## config.mk

```make
export PLATFORM = sky130hd
export DESIGN_NAME = fdtd1d_upd
export DESIGN_NICKNAME = d
export VERILOG_FILES = /design/src/rtl/fdtd_1d_periodic_step_core_assert.svh /design/src/rtl/fdtd1d_pkg.sv /design/src/rtl/fdtd1d_upd.sv
export SDC_FILE = /design/constraint.sdc
export NUM_CORES = 2
export LEC_CHECK = 0
export BUFFER_PORTS_ARGS = -buffer_cell sky130_fd_sc_hd__buf_2
export CELL_PAD_IN_SITES_DETAIL_PLACEMENT = 1
export CELL_PAD_IN_SITES_GLOBAL_PLACEMENT = 2
export CORE_MARGIN = 2
export CORE_UTILIZATION = 23
export CTS_CLUSTER_DIAMETER = 120
export DETAILED_ROUTE_END_ITERATION = 8
export PLACE_DENSITY_LB_ADDON = 0.3
export REMOVE_ABC_BUFFERS = 1
export SLEW_MARGIN = 25
export SYNTH_ARGS = -nofsm -noshare
export SYNTH_HDL_FRONTEND = slang
export SYNTH_SLANG_ARGS = --single-unit
```

## constraint.sdc

```tcl
create_clock -name clk_i -period 7.1 [get_ports clk_i]
set_input_delay 1.065 -clock clk_i [delete_from_list [all_inputs] [get_ports clk_i]]
set_output_delay 1.065 -clock clk_i [all_outputs]
set_load 0.01 [all_outputs]
```

## src/rtl/fdtd_1d_periodic_step_core_assert.svh

```systemverilog
// Assertion macros for the periodic 1-D FDTD step core.
// Included by the top level; relies on nothing else.
`ifndef FDTD_1D_PERIODIC_STEP_CORE_ASSERT_SVH
`define FDTD_1D_PERIODIC_STEP_CORE_ASSERT_SVH

// Same-cycle implication, disabled while reset is asserted.
`define FDTD1D_ASSERT_IMP(lbl, clk, rstn, ante, cons, msg) \
  lbl: assert property (@(posedge clk) disable iff (!rstn) (ante) |-> (cons)) \
    else $error(msg);

// Next-cycle implication, disabled while reset is asserted.
`define FDTD1D_ASSERT_NXT(lbl, clk, rstn, ante, cons, msg) \
  lbl: assert property (@(posedge clk) disable iff (!rstn) (ante) |=> (cons)) \
    else $error(msg);

`endif

```

## src/rtl/fdtd1d_pkg.sv

```systemverilog
// Shared types and constants for the periodic 1-D FDTD step core.
// No dependencies; imported by the update unit and the top level.
`timescale 1ns / 1ps

package fdtd1d_pkg;

  localparam int unsigned FIELD_W    = 32;  // Q8.24 field word
  localparam int unsigned COEF_W     = 17;  // unsigned Q1.16 coefficient
  localparam int unsigned CELL_CNT_W = 11;
  localparam int unsigned IDX_W      = 10;
  localparam int unsigned STEP_W     = 16;
  localparam int unsigned OP_W       = 2;
  localparam int unsigned CFG_ADDR_W = 1;
  localparam int unsigned CFG_DATA_W = 17;

  localparam int unsigned MAX_CELLS_DEF = 1024;

  localparam int unsigned FRAC_SHIFT = 16;
  localparam int unsigned PROD_W     = FIELD_W + COEF_W;
  localparam int unsigned RND_W      = PROD_W + 1;
  localparam int unsigned LO_W       = RND_W - FRAC_SHIFT;

  localparam logic [CELL_CNT_W-1:0] CELL_COUNT_RST = CELL_CNT_W'(1024);
  localparam logic [COEF_W-1:0]     COEF_RST       = COEF_W'(32768);
  localparam logic [RND_W-1:0]      ROUND_HALF     = RND_W'(32768);
  localparam logic [FIELD_W-1:0]    FIELD_SIGN     = {1'b1, {(FIELD_W-1){1'b0}}};

  localparam logic [CFG_ADDR_W-1:0] CFG_CELL_COUNT = 1'b0;
  localparam logic [CFG_ADDR_W-1:0] CFG_COURANT    = 1'b1;

  typedef enum logic [OP_W-1:0] {
    OP_LOAD = 2'd0,
    OP_STEP = 2'd1,
    OP_READ = 2'd2
  } op_e;

  // Status of the update unit seen by the sequencer.
  typedef struct packed {
    logic valid;  // result word present this cycle
    logic sat;    // result was clamped
    logic busy;   // any stage holds work
  } upd_rsp_t;

endpackage

```

## src/rtl/fdtd1d_upd.sv

```systemverilog
// Shared field update unit: new = old + round(coeff * (a - b) / 2^16), saturated.
// Three registered stages (difference, multiply, round/add/clamp); uses fdtd1d_pkg.
`timescale 1ns / 1ps

module fdtd1d_upd #(
  parameter int unsigned AW = 10
) (
  input  logic                              clk_i,
  input  logic                              rst_ni,
  input  logic                              valid_i,
  input  logic [fdtd1d_pkg::COEF_W-1:0]     coeff_i,
  input  logic [fdtd1d_pkg::FIELD_W-1:0]    old_i,
  input  logic [fdtd1d_pkg::FIELD_W-1:0]    a_i,
  input  logic [fdtd1d_pkg::FIELD_W-1:0]    b_i,
  input  logic [AW-1:0]                     tag_i,
  output fdtd1d_pkg::upd_rsp_t              rsp_o,
  output logic [fdtd1d_pkg::FIELD_W-1:0]    res_o,
  output logic [AW-1:0]                     tag_o
);

  import fdtd1d_pkg::*;

  // stage 1: exact difference as sign and magnitude, biased old value
  logic [FIELD_W-1:0] ab, bb;
  logic               neg_d;
  logic [FIELD_W-1:0] mag_d;

  logic               s1_v_q, s1_neg_q;
  logic [FIELD_W-1:0] s1_mag_q, s1_ob_q;
  logic [AW-1:0]      s1_tag_q;

  logic               s2_v_q, s2_neg_q;
  logic [PROD_W-1:0]  s2_prod_q;
  logic [FIELD_W-1:0] s2_ob_q;
  logic [AW-1:0]      s2_tag_q;

  logic               out_v_q, out_sat_q;
  logic [FIELD_W-1:0] out_res_q;
  logic [AW-1:0]      out_tag_q;

  // stage 3 signals
  logic [RND_W-1:0]   rnd;
  logic [LO_W-1:0]    lo;
  logic [FIELD_W-1:0] lo_f;
  logic [FIELD_W:0]   sum;
  logic [FIELD_W-1:0] nb;
  logic               sat;

  assign ab    = a_i ^ FIELD_SIGN;
  assign bb    = b_i ^ FIELD_SIGN;
  assign neg_d = ab < bb;
  assign mag_d = neg_d ? (bb - ab) : (ab - bb);

  always_comb begin
    rnd  = {1'b0, s2_prod_q} + ROUND_HALF;
    lo   = rnd[RND_W-1:FRAC_SHIFT];
    lo_f = lo[FIELD_W-1:0];
    sum  = {1'b0, s2_ob_q} + {1'b0, lo_f};
    nb   = '0;
    sat  = 1'b0;
    if (|lo[LO_W-1:FIELD_W]) begin
      // step alone exceeds the range: clamp toward its sign
      sat = 1'b1;
      nb  = s2_neg_q ? '0 : '1;
    end else if (!s2_neg_q) begin
      if (sum[FIELD_W]) begin
        sat = 1'b1;
        nb  = '1;
      end else begin
        nb = sum[FIELD_W-1:0];
      end
    end else begin
      if (lo_f > s2_ob_q) begin
        sat = 1'b1;
        nb  = '0;
      end else begin
        nb = s2_ob_q - lo_f;
      end
    end
  end

  always_ff @(posedge clk_i or negedge rst_ni) begin
    if (!rst_ni) begin
      s1_v_q  <= 1'b0;
      s2_v_q  <= 1'b0;
      out_v_q <= 1'b0;
    end else begin
      s1_v_q  <= valid_i;
      s2_v_q  <= s1_v_q;
      out_v_q <= s2_v_q;
    end
  end

  always_ff @(posedge clk_i) begin
    s1_neg_q  <= neg_d;
    s1_mag_q  <= mag_d;
    s1_ob_q   <= old_i ^ FIELD_SIGN;
    s1_tag_q  <= tag_i;
    s2_neg_q  <= s1_neg_q;
    s2_prod_q <= PROD_W'(s1_mag_q) * PROD_W'(coeff_i);
    s2_ob_q   <= s1_ob_q;
    s2_tag_q  <= s1_tag_q;
    out_sat_q <= sat;
    out_res_q <= nb ^ FIELD_SIGN;
    out_tag_q <= s2_tag_q;
  end

  assign rsp_o.valid = out_v_q;
  assign rsp_o.sat   = out_sat_q;
  assign rsp_o.busy  = s1_v_q | s2_v_q | out_v_q;
  assign res_o       = out_res_q;
  assign tag_o       = out_tag_q;

endmodule

```

==> run summary <==
Worst R2R Start: s1_mag_q[14]
R2r setup slk: 0.55 ns
DIE AREA: 129000 µm²
Routed WL: 94.2 mm
ANT nets after route: 0
Vias in the first global route: 25700
Area of the multi-input gates: 22000 µm²
Startpoint types: input port
Slew @ Worst Pin: 0.989 ns
Crit path time final: 6.73 ns
Vias/cell: 4.38
Largest cells by area after synthesis: fa_1, dfxtp_1, ha_1, inv_1, nand2_1
Cts bufs inserted: 17
Drt pass-1 iters: 5
CP Max Fanout: 9
Setup WS post-layout: 0.372 ns
Met3 wire length: 2.33 mm
Io pins: 171
Worst setup path endpoint: s2_prod_q[47]
Max Freq: 0.149 GHz
Antenna diodes: 0
CP endpoint kind: register
Root Buffer: clkbuf_16
Post-placement setup slack: -0.298 ns
RePlAce Congestion: 0.791
Clock sinks: 198
CP arrival: 7.14 ns
Tot GR Track Use: 14.9%
Port buffer count: 170
Clock Latency Late Sink: 0.53 ns
Yosys warnings: 0
Post-layout util: 26.4%
Sequential element share of the synthesized area: 13.7%
Critical path class: input port to register
Fillers: 14800
Max transition margin: 34.0%
Final Hold Viols: 0
Layout cells sized above 1: 10.7%
Worst EP required: 7.51 ns
Post-synth EDFFs: 0
Pin count of the biggest net entering global routing: 47
Met1 WL: 47.3 mm
CTS tree: done
Synth top area share: 31.1%
Maxcap violations: 0
CTS max path bufs: 2
Worst R2R Path Depth: 23
Netlist cell types: 88
Top Layer Used: met4
Status: completed
Row count: 130
Die Width: 359 µm
Gr ovfl total: 0
Area post-placement: 32400 µm²
Register area: 3980 µm²
Initial antenna violation count: 3
Clock skew: 0.0181 ns
First-pass GRT wire length: 150 mm
RSZ-0062 raised after global routing: no
Post-synthesis average cell area: 8.58 µm²
Hold buffer count at CTS: 0
Ys async rst share: 1.52%
Die Span Y: 359 µm
Synthesized area: 29000 µm²
Hold WC Path Type: input port to async pin
H-tree depth: 4
Initial cell density of the core: 23.1%
Met2 wire length: 43.5 mm
DP HPWL: 79.6 mm
Final period util: 94.8%
Mapped Cells: 3380
Final setup viols: 0
Yosys reg bits: 198
Number of remaining DRC errors: 0
Final non-filler cell area: 33100 µm²
Core area: 125000 µm²
Clock transition at path regs: 0.07 ns
Placed insts: 5178
DRT iter0 DRCs: 870
Slew Limit Fails: 0
Total vias in the final route: 22800
Synth Flop Type: dfxtp_1
Final nets: 4373
Worst Setup SP: coeff_i[6]
Reg2reg end: s2_prod_q[47]
Synth-to-layout area growth: 14.0%
Area leader, netlist: fa_1
Non-filler instance count after layout: 5210
WL/cell: 18.1 µm
per-layer routing:
layer,up-vias,GRT usage (%)
met5,-,0
met4,0,2.83
met3,50,1.65
met2,290,24.8
met1,11500,20.7
li1,11000,-
layout by cell type, fill, tap and decap left out, types with 49 or more instances in the layout:
master,netlist,routed
buf_2,26,169
fa_1,451,451
buf_4,6,131
a21o_1,80,80
ha_1,249,249
a21oi_1,172,171
xor2_1,49,49
o21ai_0,89,89
inv_1,627,627
xnor2_1,70,70
nor2_1,102,102
dfxtp_1,195,194
and2_1,227,227
nand2_1,427,427
cell families (layout without fill, tap and decap cells):
group	count (synthesis)	in the layout	synth area share, %
buf+inv	794	974	10.5
flops	198	198	13.7
xor+xnor	119	119	3.59
compound gates	573	573	13.1
simple gates	983	983	16.7
mux	13	13	0.492
fa+ha+maj	700	700	41.9
sequential cells by signal, indices dropped and copies added (netlist names):
name and flops:
s1_neg_q 1, s2_v_q 1, tag_o 10, s1_v_q 1, out_sat_q 1, res_o 32, s2_prod_q 34, out_v_q 1
s2_neg_q 1, s1_ob_q 32, s2_tag_q 10, s1_tag_q 10, s2_ob_q 32, s1_mag_q 32
worst min path at each step:
stage / start / endpoint / depth (start not counted)
CTS: rst_ni / out_v_q / 1
floorplan: s1_neg_q / s2_neg_q / 0
global route: rst_ni / out_v_q / 1
global placement: s2_tag_q[0] / tag_o[0] / 0
detailed placement: s1_ob_q[16] / s2_ob_q[16] / 0
finish: rst_ni / out_v_q / 1
metrics by stage:
| stage | setup TNS [ns] | hold WS [ns] |
|---|---|---|
| after global placement | -1.21 | 0.310 |
| after detailed placement | -2.19 | 0.313 |
| final | 0 | 0.323 |
| after CTS | 0 | 0.272 |
| after floorplan | 0 | 0.310 |
| after global routing | 0 | 0.291 |
layout make-up:
type	instances	area share, %
flip-flops and latches	198	12.0
clock buffers	19	1.40
well taps	1650	6.24
clock inverters	13	0.522
repair buffers	312	6.22
inverters	630	7.15
multi-input cells	2388	66.4
cell usage after synthesis, types with 70 or more instances:
cell and instances:
o21ai_0 89, dfxtp_1 195, a21o_1 80, clkbuf_1 128, nor2_1 102, inv_1 627
nand2_1 427, and2_1 227, ha_1 249, a21oi_1 172, xnor2_1 70, fa_1 451
timing repair:
action	in CTS	in global routing
buffers inserted	0	0
gates resized for setup	0	1
endpoints found under the setup margin	0	1
critical path, stage by stage:
cell and delay [ns]:
buf_2 0.17, buf_4 0.19, buf_4 0.15, and2_1 0.15, fa_1 0.51, inv_1 0.05
fa_1 0.48, fa_1 0.57, inv_1 0.07, fa_1 0.49, fa_1 0.49, inv_1 0.05
fa_1 0.47, inv_1 0.04, ha_1 0.29, and2_1 0.18, nand4_1 0.16, nor3b_1 0.23
a32oi_1 0.21, a31oi_1 0.21, buf_4 0.14, o21ai_0 0.07, buf_4 0.15, a21oi_1 0.20
o221ai_1 0.17, xnor2_1 0.15
Power is left out: the tool's default activity adds up to more than one toggle a clock period on the data nets, which glitch-free logic cannot reach.
